`src/rtl/assert_macros.svh`:
```
// Assertion helpers shared by the RTL files.
`ifndef ASSERT_MACROS_SVH
`define ASSERT_MACROS_SVH

// Same-cycle implication, disabled during reset.
`define NAE_ASSERT_IMP(lbl, clk, rst, ante, cons) \
  lbl: assert property (@(posedge clk) disable iff (rst) (ante) |-> (cons)) \
    else $error("assertion failed");

// Next-cycle implication, disabled during reset.
`define NAE_ASSERT_NXT(lbl, clk, rst, ante, cons) \
  lbl: assert property (@(posedge clk) disable iff (rst) (ante) |=> (cons)) \
    else $error("assertion failed");

`endif

```
`src/rtl/nae_ram.sv`:
```
// ----------------------------------------------------------------------------
// nae_ram
// Generic simple dual-port RAM with one write port and a registered read.
// ----------------------------------------------------------------------------
module nae_ram #(
  parameter int WIDTH = 16,
  parameter int DEPTH = 16,
  localparam int AW = (DEPTH > 1) ? $clog2(DEPTH) : 1
) (
  input  logic             clk,
  input  logic             we,
  input  logic [AW-1:0]    waddr,
  input  logic [WIDTH-1:0] wdata,
  input  logic [AW-1:0]    raddr,
  output logic [WIDTH-1:0] rdata
);

  logic [WIDTH-1:0] mem [DEPTH];

  // Write port and registered read port.
  always_ff @(posedge clk) begin
    if (we) begin
      mem[waddr] <= wdata;
    end
    rdata <= mem[raddr];
  end

endmodule

```
`config.mk`:
```
export PLATFORM = sky130hd
export DESIGN_NAME = nae_ram
export DESIGN_NICKNAME = d
export VERILOG_FILES = /design/src/rtl/assert_macros.svh /design/src/rtl/nae_ram.sv
export SDC_FILE = /design/constraint.sdc
export NUM_CORES = 1
export LEC_CHECK = 0
export BUFFER_PORTS_ARGS = -buffer_cell sky130_fd_sc_hd__buf_2
export CORE_MARGIN = 5
export CORE_UTILIZATION = 45
export DETAILED_ROUTE_END_ITERATION = 8
export GPL_TIMING_DRIVEN = 0
export SLEW_MARGIN = 30
export SYNTH_ARGS = -nofsm -noshare
export SYNTH_HDL_FRONTEND = slang
export SYNTH_SLANG_ARGS = --single-unit
```
`constraint.sdc`:
```
create_clock -name clk -period 3.14 [get_ports clk]
set_input_delay 0.942 -clock clk [delete_from_list [all_inputs] [get_ports clk]]
set_output_delay 0.942 -clock clk [all_outputs]
set_load 0.02 [all_outputs]
```
Yosys cells after proc, flatten, opt, wreduce, memory -nomap -nowiden:

Memories as Yosys holds them, arrays and structs flattened. A register that Yosys moved wholly into a read port is not among the register bits.
Index checks and enable logic that the tools add are counted.

* bits in registers: 0
* memory bits (writable): 256
* bits of input ports: 26
* output and inout port bits: 16
* word-level logic and storage cells: 3
* memories: 1

Memory list
* mem: depth 16, bits a word 16, read ports 1, clocked after memory_dff 1, wr ports 1, line nae_ram.sv:18 `logic [WIDTH-1:0] mem [DEPTH];`

* multiplexer cells: 2

Operator list (count)
* 1-bit two-way mux: 2

Longest topological paths before layout:

Gate-level depths: netlist of the first run.

* depth after elaboration: 2
* gate-level depth with buffers: 5
* depth with buffers taken out: 3

Least setup slack after synthesis of the first run:

No wires, ideal clock.

* path type: input -> register
* from: in waddr[2]
* to: mem mem[0][0] (enable)
* library setup time: 0.409 ns
* data arrival time: 2.588 ns
* required time: 2.731 ns
* setup slack: 0.143 ns
* stages: 2
* path buffers: 0
* cell sequence: or3b_2 -> nor3_1

RTL lines
* from (decl): line nae_ram.sv:12 `input logic [AW-1:0] waddr,`
* to (decl): line nae_ram.sv:18

Straight into the memory's write port.

==> results of run 1 <==
==> power groups by stage <==
| stage | combinational [mW] | sequential, mW | clock [mW] |
|---|---|---|---|
| 4_1_cts | 0.409 | 4.08 | 3.38 |
| 3_5_place_dp | 0.407 | 4.15 | 0 |
| 3_3_place_gp | 0.380 | 4.15 | 0 |
| 5_1_grt | 0.433 | 4.08 | 3.54 |
| 6_report | 0.399 | 4.08 | 3.31 |
| 2_1_floorplan | 0.198 | 4.18 | 0 |
==> worst min-delay path, delay by kind of cell, from the launching register on <==
kind / cells / cell delay (ns)
AND/OR/NAND/NOR: 1 / 0.05
multiplexers: 1 / 0.22
flip-flops: 1 / 0.31
AO/OA/AOI/OAI: 1 / 0.06
==> final timing paths <==
kind / startpoint / slack, ns / endpoint / cells past startpoint
max: raddr[1] / 0.89 / rdata[6] / 5
min: mem[15][0] / 0.67 / rdata[0] / 3
max reg2reg: mem[1][10] / 1.78 / rdata[10] / 3
min reg2reg: mem[15][0] / 0.67 / rdata[0] / 3
==> area by class of cell <==
class	count	area, um2
plain buffers	21	123.9
clock buffers	39	803.3
clock inverters	13	137.6
fillers	1734	10130
multi-input cells	139	2022
flip-flops and latches	272	8008
well taps	280	350.3
repair buffers	51	320.3
==> flip-flops by register name, indices dropped and copies added, names as in the netlist <==
signal / count
mem: 256
rdata: 16
==> stage by stage <==
stage / hold slack (ns) / setup WS, ns
2_1_floorplan: 0.6349 / 0.1429
5_1_grt: 0.7168 / 0.8554
6_report: 0.6698 / 0.8887
3_5_place_dp: 0.6628 / 0.3550
4_1_cts: 0.6739 / 0.9032
3_3_place_gp: 0.6562 / -1.361
==> cell families (layout without fill, tap and decap cells) <==
group,count (synthesis),count (layout),synth area share [%]
and+or+nand+nor,43,43,1.918
buffers and inverters,21,124,1.233
DFF,272,272,79.73
AOI/OAI and AO/OA,32,32,2.392
muxes,64,64,14.73
==> synth_stat cells (all sizes together) <==
cell and number:
nand3b 2, mux4 64, dfxtp 16, buf 13
nand3 1, nor2 13, a22oi 32, or3b 1
clkbuf 8, nor2b 2, and2 1, edfxtp 256
nor3 4, nand2b 2, nand2 17
==> layer usage <==
metal / vias to the layer above / share of wire (%)
met4: 0 / 2.3
met3: 36 / 5.5
met5: - / 0
met2: 145 / 50
li1: 2005 / -
met1: 2444 / 43
==> impl_metrics.json, run 1 <==
{
  "setup_tns_ns": 0,
  "critPathBufInv": 2,
  "combPwrFrac_pct": 5.1,
  "stdcell_count": 815,
  "cap_viol_max_count": 0,
  "drcViolationCount": 0,
  "busiest_layer": "met2",
  "antenna_found_initial": 0,
  "path_max_fanout": 10,
  "area_delta_synth_final_pct": 17.14,
  "place_congestion": 0.7018,
  "setup_viol": 0,
  "io_buffers": 39,
  "max_stage_delay_ns": 0.74,
  "post_cts_buffers": 0,
  "grt_max_degree": 17,
  "grt_use_total_pct": 16.23,
  "cp_top_family": "buffers and inverters",
  "die-area_um2": 25410,
  "design_area_um2": 11770,
  "core_area_um2": 21890,
  "critical_path_arrival_ns": 2.66,
  "ctsResizeCount": 0,
  "ctsHoldBuffers": 0,
  "avgSynthCellArea_um2": 23.25,
  "syn_nets": 458,
  "yosysTopAreaCellShare_pct": 76.54,
  "dp_cells": 763,
  "die_h_um": 159.4,
  "path_cells": "buf_2, buf_1, mux4_2, a22oi_1, nand2_1",
  "finClkSkew_ns": 0.01052,
  "synth_seq_cells": 272,
  "p_total_mw": 7.789,
  "finalHoldViolCount": 0,
  "intPower_mw": 6.236,
  "slowest_stage": "buf_1",
  "yosys_warnings": 0,
  "hold_class": "reg -> reg",
  "vias_per_cell": 5.681,
  "hpwl_mm": 12.63,
  "required_ns": 3.55,
  "antennaDiodeCount": 0,
  "crit_type": "in -> reg",
  "clock_latency_ns": 0.53,
  "start_kind": "input pin",
  "cts.path.max_buffers": 3,
  "syn_area_um2": 10040,
  "ys_types": 19,
  "grt_use_met2_pct": 26.63,
  "fmax_mhz": 444.2,
  "final_cell_mix": "256 x edfxtp_1, 54 x mux4_2, 42 x buf_2",
  "placementRows": 54,
  "final_common_cell": "edfxtp_1",
  "h-tree-depth": 1,
  "die_x_um": 159.4,
  "drv_slew": 0,
  "synthTopCellsByArea": "edfxtp_1 77%, mux4_2 12%, dfxtp_1 3.2%, mux4_1 2.6%, a22oi_1 2.4%",
  "rsz0062_at_grt": "false",
  "ys_seq_area_share_pct": 79.73,
  "outcome": "finished clean",
  "period_needed_ns": 2.251,
  "root_buffer": "clkbuf_16",
  "drt-total-wl_mm": 20.44,
  "post-route-period-util_pct": 71.70,
  "power_density_nw_per_um2": 662.1,
  "synth_largest_area_cell": "edfxtp_1",
  "vias": 4630,
  "wire_per_inst_um": 25.08,
  "grt_util_met3_pct": 2.925,
  "power.switching_mw": 1.554,
  "end_kind": "register",
  "numCtsBuffers": 28,
  "grt_pass1_wl_mm": 31.35,
  "drive_gt1_share_pct": 32.52,
  "dpl_cell_area_um2": 10820,
  "grt.overflow.total": 0,
  "sequentialPowerShare_pct": 52.3,
  "slew_headroom_pct": 37.66,
  "numClockSinks": 272,
  "final_nets": 539,
  "worstMarginPinSlew_ns": 0.9352,
  "peakVddDrop_v": 0.0005312,
  "final_util_pct": 53.74,
  "swShare_pct": 19.95,
  "synthCells": 432,
  "cts_tree": "built",
  "grt_pass1_vias": 5023,
  "antenna_left": 0,
  "initial_core_util_pct": 45.88,
  "boundaryPins": 42,
  "first_iter_violations": 387,
  "clkTransAtPathRegs_ns": 0.06,
  "drtPass1Iterations": 5,
  "pwr-share-clk_pct": 42.5,
  "met1_usage_pct": 22.97,
  "leakagePower_nw": 3.829
}
Note: power is estimated with default switching activity, not from simulation.
==> run 2: changes to the inputs <==
==> constraint.sdc (replaced) <==
create_clock -name clk -period 2.3 [get_ports clk]
set_input_delay 0.69 -clock clk [delete_from_list [all_inputs] [get_ports clk]]
set_output_delay 0.69 -clock clk [all_outputs]
set_load 0.02 [all_outputs]
==> impl_metrics.json, run 2 (same netlist as run 1, synthesis figures left out) <==
{
  "outcome": "finished clean",
  "vias_per_cell": 5.685,
  "dpl_cell_area_um2": 10780,
  "h-tree-depth": 1,
  "peakVddDrop_v": 0.0005713,
  "power.switching_mw": 2.088,
  "grt_pass1_vias": 4984,
  "place_congestion": 0.6962,
  "max_stage_delay_ns": 0.64,
  "crit_type": "in -> reg",
  "initial_core_util_pct": 45.88,
  "power_density_nw_per_um2": 888.8,
  "die_h_um": 159.4,
  "dp_worst_setup_slack_ns": -0.2971,
  "leakagePower_nw": 3.770,
  "final_cell_mix": "256 x edfxtp_1, 54 x mux4_2, 42 x buf_2",
  "drtPass1Iterations": 5,
  "final_common_cell": "edfxtp_1",
  "multi_input_area_um2": 2047,
  "hpwl_mm": 12.38,
  "pwr-share-clk_pct": 41.1,
  "p_total_mw": 10.37,
  "reg2reg_slack_ns": 0.90,
  "finClkSkew_ns": 0.01024,
  "die_x_um": 159.4,
  "slowest_stage": "nor3_4",
  "crit_end": "mem[0][1]",
  "period_needed_ns": 2.067,
  "cp_top_family": "simple AND/OR/NAND/NOR gates",
  "design_area_um2": 11670,
  "antennaDiodeCount": 0,
  "cts_tree": "built",
  "cap_viol_max_count": 0,
  "reg2reg_from": "mem[9][9]",
  "sequentialPowerShare_pct": 53.7,
  "hold_class": "in -> reg",
  "ctsHoldBuffers": 0,
  "grt_pass1_wl_mm": 30.81,
  "root_buffer": "clkbuf_16",
  "numCtsBuffers": 28,
  "required_ns": 2.52,
  "grt.overflow.total": 0,
  "path_depth": 4,
  "boundaryPins": 42,
  "core_area_um2": 21890,
  "final_nets": 531,
  "clkTransAtPathRegs_ns": 0.06,
  "drive_gt1_share_pct": 31.50,
  "largestRegisters": "mem x256, rdata x16",
  "grt_use_total_pct": 15.90,
  "first_iter_violations": 431,
  "numClockSinks": 272,
  "path_cells": "buf_2, or3b_2, nor3_4, buf_6",
  "drv_slew": 0,
  "worstHoldStart": "wdata[4]",
  "antenna_found_initial": 0,
  "drt-total-wl_mm": 20.06,
  "ctsResizeCount": 0,
  "drcViolationCount": 0,
  "post-route-period-util_pct": 89.87,
  "clock_latency_ns": 0.52,
  "io_buffers": 39,
  "seqCellArea_um2": 8008,
  "combPwrFrac_pct": 5.2,
  "setup_tns_ns": 0,
  "critPathBufInv": 2,
  "critical_path_arrival_ns": 2.29,
  "post_cts_buffers": 0,
  "grt_max_degree": 17,
  "postLayoutSetupSlackWorst_ns": 0.2329,
  "top_register": "mem",
  "cp-startpoint": "waddr[2]",
  "die-area_um2": 25410,
  "whs_ns": 0.5320,
  "start_kind": "input pin",
  "swShare_pct": 20.12,
  "fmax_mhz": 483.8,
  "rr_worst_depth": 3,
  "wire_per_inst_um": 24.86,
  "area_delta_synth_final_pct": 16.22,
  "antenna_left": 0,
  "fillers": 1717,
  "setup_viol": 0,
  "rsz0062_at_grt": "false",
  "slew_headroom_pct": 39.18,
  "vias": 4588,
  "largest_reg_flops": 256,
  "intPower_mw": 8.287,
  "worstMarginPinSlew_ns": 0.9123,
  "cts.path.max_buffers": 3,
  "end_kind": "register",
  "r2r-end": "rdata[9]",
  "finalHoldViolCount": 0,
  "placementRows": 54,
  "path_max_fanout": 10
}
[run 2: cell count changes in the layout (fill, tap and decap cells not counted), sizes merged]
cell    before  now
buf         64   56
bufinv       3    0
clkbuf      47   54
clkinv       9    5
[run 2: worst min path at each step]
stage          cells after the start           to  slack [ns]
5_1_grt                            1  mem[13][11]        0.53
3_3_place_gp                       3     rdata[0]        0.65
3_5_place_dp                       3     rdata[0]        0.66
4_1_cts                            1    mem[7][4]        0.51
2_1_floorplan                      3     rdata[0]        0.63
6_report                           1    mem[7][4]        0.53
[run 2: layout make-up]
class | count | area share, %
flip-flops and latches | 272 | 68.60
multi-input cells | 139 | 17.54
clock buffers | 46 | 7.364
well taps | 280 | 3.001
repair buffers | 43 | 2.155
plain buffers | 21 | 1.061
clock inverters | 6 | 0.2787
[run 2: worst reg2reg max path, cell delays in order (launching register included)]
cell	delay [ns]
edfxtp_1	0.37
mux4_1	0.50
a22oi_1	0.25
nand2_1	0.14
[run 2: power by group through the flow]
stage / Clock (mW) / Sequential [mW] / Combinational [mW]
4_1_cts: 4.36 / 5.57 / 0.557
6_report: 4.26 / 5.57 / 0.544
3_5_place_dp: 0 / 5.67 / 0.556
3_3_place_gp: 0 / 5.67 / 0.519
2_1_floorplan: 0 / 5.71 / 0.271
5_1_grt: 4.57 / 5.57 / 0.590
[run 2: per-layer routing]
metal	track usage, %	part of all wire (%)	up-vias
li1	-	-	1994
met1	23.92	45	2430
met2	25.23	48	130
met3	2.226	4.5	34
met4	3.335	2.2	0
met5	0	0	-
[run 2: per-stage QoR]
step	utilization [%]	std cells
3_5_place_dp	49.25	755
4_1_cts	53.32	807
6_report	53.32	807
3_3_place_gp	48.46	751
5_1_grt	53.32	807
2_1_floorplan	-	432
==> run 3: changes to the inputs <==
--- a/config.mk
+++ b/config.mk
@@ -9,7 +9,9 @@
 export CORE_MARGIN = 5
 export CORE_UTILIZATION = 45
 export DETAILED_ROUTE_END_ITERATION = 8
+export GPL_ROUTABILITY_DRIVEN = 0
 export GPL_TIMING_DRIVEN = 0
+export SETUP_SLACK_MARGIN = 0.5
 export SLEW_MARGIN = 30
 export SYNTH_ARGS = -nofsm -noshare
 export SYNTH_HDL_FRONTEND = slang
==> impl_metrics.json, run 3 (same netlist as run 1, synthesis figures left out) <==
{
  "io_buffers": 39,
  "start_kind": "input pin",
  "pwr-share-clk_pct": 41.3,
  "swShare_pct": 19.80,
  "reg2reg_from": "mem[3][8]",
  "rsz0062_at_grt": "false",
  "hold_class": "in -> reg",
  "hold_depth": 1,
  "r2r-end": "rdata[8]",
  "vias": 4517,
  "h-tree-depth": 1,
  "outcome": "finished clean",
  "area_delta_synth_final_pct": 16.53,
  "required_ns": 2.52,
  "rr_worst_depth": 3,
  "numClockSinks": 272,
  "drt-total-wl_mm": 19.62,
  "post-route-period-util_pct": 76.33,
  "end_kind": "register",
  "cap_viol_max_count": 0,
  "cts_tree": "built",
  "boundaryPins": 42,
  "intPower_mw": 8.365,
  "crit_type": "in -> reg",
  "critical_path_arrival_ns": 1.98,
  "placementRows": 54,
  "numCtsBuffers": 27,
  "antenna_left": 0,
  "fillers": 1704,
  "grt_pass1_wl_mm": 30.42,
  "peakVddDrop_v": 0.0005735,
  "drive_gt1_share_pct": 34.16,
  "setup_tns_ns": 0,
  "largestRegisters": "mem x256, rdata x16",
  "root_buffer": "clkbuf_16",
  "first_iter_violations": 396,
  "clkTransAtPathRegs_ns": 0.06,
  "drv_slew": 0,
  "worstMarginPinSlew_ns": 0.6860,
  "die_x_um": 159.4,
  "vias_per_cell": 5.597,
  "hpwl_mm": 12.07,
  "dpl_cell_area_um2": 10790,
  "die-area_um2": 25410,
  "clock_latency_ns": 0.52,
  "grt_use_total_pct": 15.79,
  "finClkSkew_ns": 0.009177,
  "drtPass1Iterations": 4,
  "dp_worst_setup_slack_ns": -0.1559,
  "sequentialPowerShare_pct": 53.4,
  "p_total_mw": 10.43,
  "cts.path.max_buffers": 3,
  "holdPathEnd": "mem[11][5]",
  "grt_max_degree": 17,
  "leakagePower_nw": 3.785,
  "antennaDiodeCount": 0,
  "setup_viol": 0,
  "drcViolationCount": 0,
  "finalHoldViolCount": 0,
  "final_common_cell": "edfxtp_1",
  "design_area_um2": 11700,
  "grt.overflow.total": 0,
  "slew_headroom_pct": 54.16,
  "combPwrFrac_pct": 5.3,
  "initial_core_util_pct": 45.88,
  "reg2reg_slack_ns": 0.92,
  "path_max_fanout": 10,
  "postLayoutSetupSlackWorst_ns": 0.5445,
  "fmax_mhz": 569.6,
  "core_area_um2": 21890,
  "final_nets": 533,
  "seqCellArea_um2": 8008,
  "die_h_um": 159.4,
  "worstHoldStart": "wdata[5]",
  "multi_input_area_um2": 2019,
  "largest_reg_flops": 256,
  "power.switching_mw": 2.066,
  "top_register": "mem",
  "final_cell_mix": "256 x edfxtp_1, 62 x mux4_2, 45 x buf_2",
  "wire_per_inst_um": 24.31,
  "power_density_nw_per_um2": 891.2,
  "grt_pass1_vias": 4888,
  "antenna_found_initial": 0,
  "period_needed_ns": 1.756
}
run 3: changes by cell type in the layout (fill, tap and decap cells not counted), sizes merged:
cell      delta
clkbuf       -5
buf          +3
bufinv       +3
clkinv       -1
clkinvlp     -1
inv          +1
run 3: power by group through the flow:
| stage | Clock, mW | Sequential [mW] | Combinational, mW |
|---|---|---|---|
| finish | 4.31 | 5.57 | 0.555 |
| CTS | 4.41 | 5.57 | 0.567 |
| global placement | 0 | 5.67 | 0.536 |
| global route | 4.61 | 5.57 | 0.603 |
| detailed placement | 0 | 5.67 | 0.563 |
| floorplan | 0 | 5.71 | 0.290 |
run 3: worst max path at each step:
| stage | startpoint | to | slack, ns | cells past startpoint |
|---|---|---|---|---|
| 6_report | waddr[2] | mem[0][1] | 0.54 | 4 |
| 5_1_grt | waddr[3] | mem[7][4] | 0.50 | 3 |
| 4_1_cts | raddr[2] | rdata[8] | 0.50 | 6 |
| 3_5_place_dp | raddr[2] | rdata[8] | -0.16 | 5 |
| 3_3_place_gp | waddr[1] | mem[5][2] | -0.65 | 3 |
| 2_1_floorplan | waddr[2] | mem[10][0] | 0.28 | 2 |
run 3: critical path, cell delays in order:
cell and delay [ns]:
buf_2 0.12, or3b_4 0.47, nor3_4 0.46, buf_8 0.23
run 3: metrics by stage:
step                      hold WS (ns)  util, %  cells
final                           0.5360    53.46    807
after CTS                       0.5124    53.38    805
after detailed placement        0.6723    49.30    754
after global routing            0.5312    53.46    807
after global placement          0.6703    48.73    751
after floorplan                 0.6349        -    432
run 3: timing repair:
action | in CTS | in global routing
setup buffers | 2 | 2
pin swaps | 2 | 2
hold buffers | 0 | 0
endpoints found under the setup margin | 28 | 29
resized for setup | 2 | 4
endpoints found under the hold margin | 0 | 0
run 3: cell type report:
type	count	share of cell area (%)
plain buffers	21	1.539
clock buffers	41	6.479
clock inverters	8	1.005
multi-input cells	139	17.25
flip-flops and latches	272	68.42
well taps	280	2.993
repair buffers	46	2.309
run 3: layer usage:
metal / GRT usage (%) / vias to the layer above / wire length (um)
li1: - / 1990 / -
met1: 23.42 / 2380 / 8966
met2: 24.83 / 116 / 9325
met3: 2.692 / 31 / 890
met4: 3.877 / 0 / 440
met5: 0 / - / 0
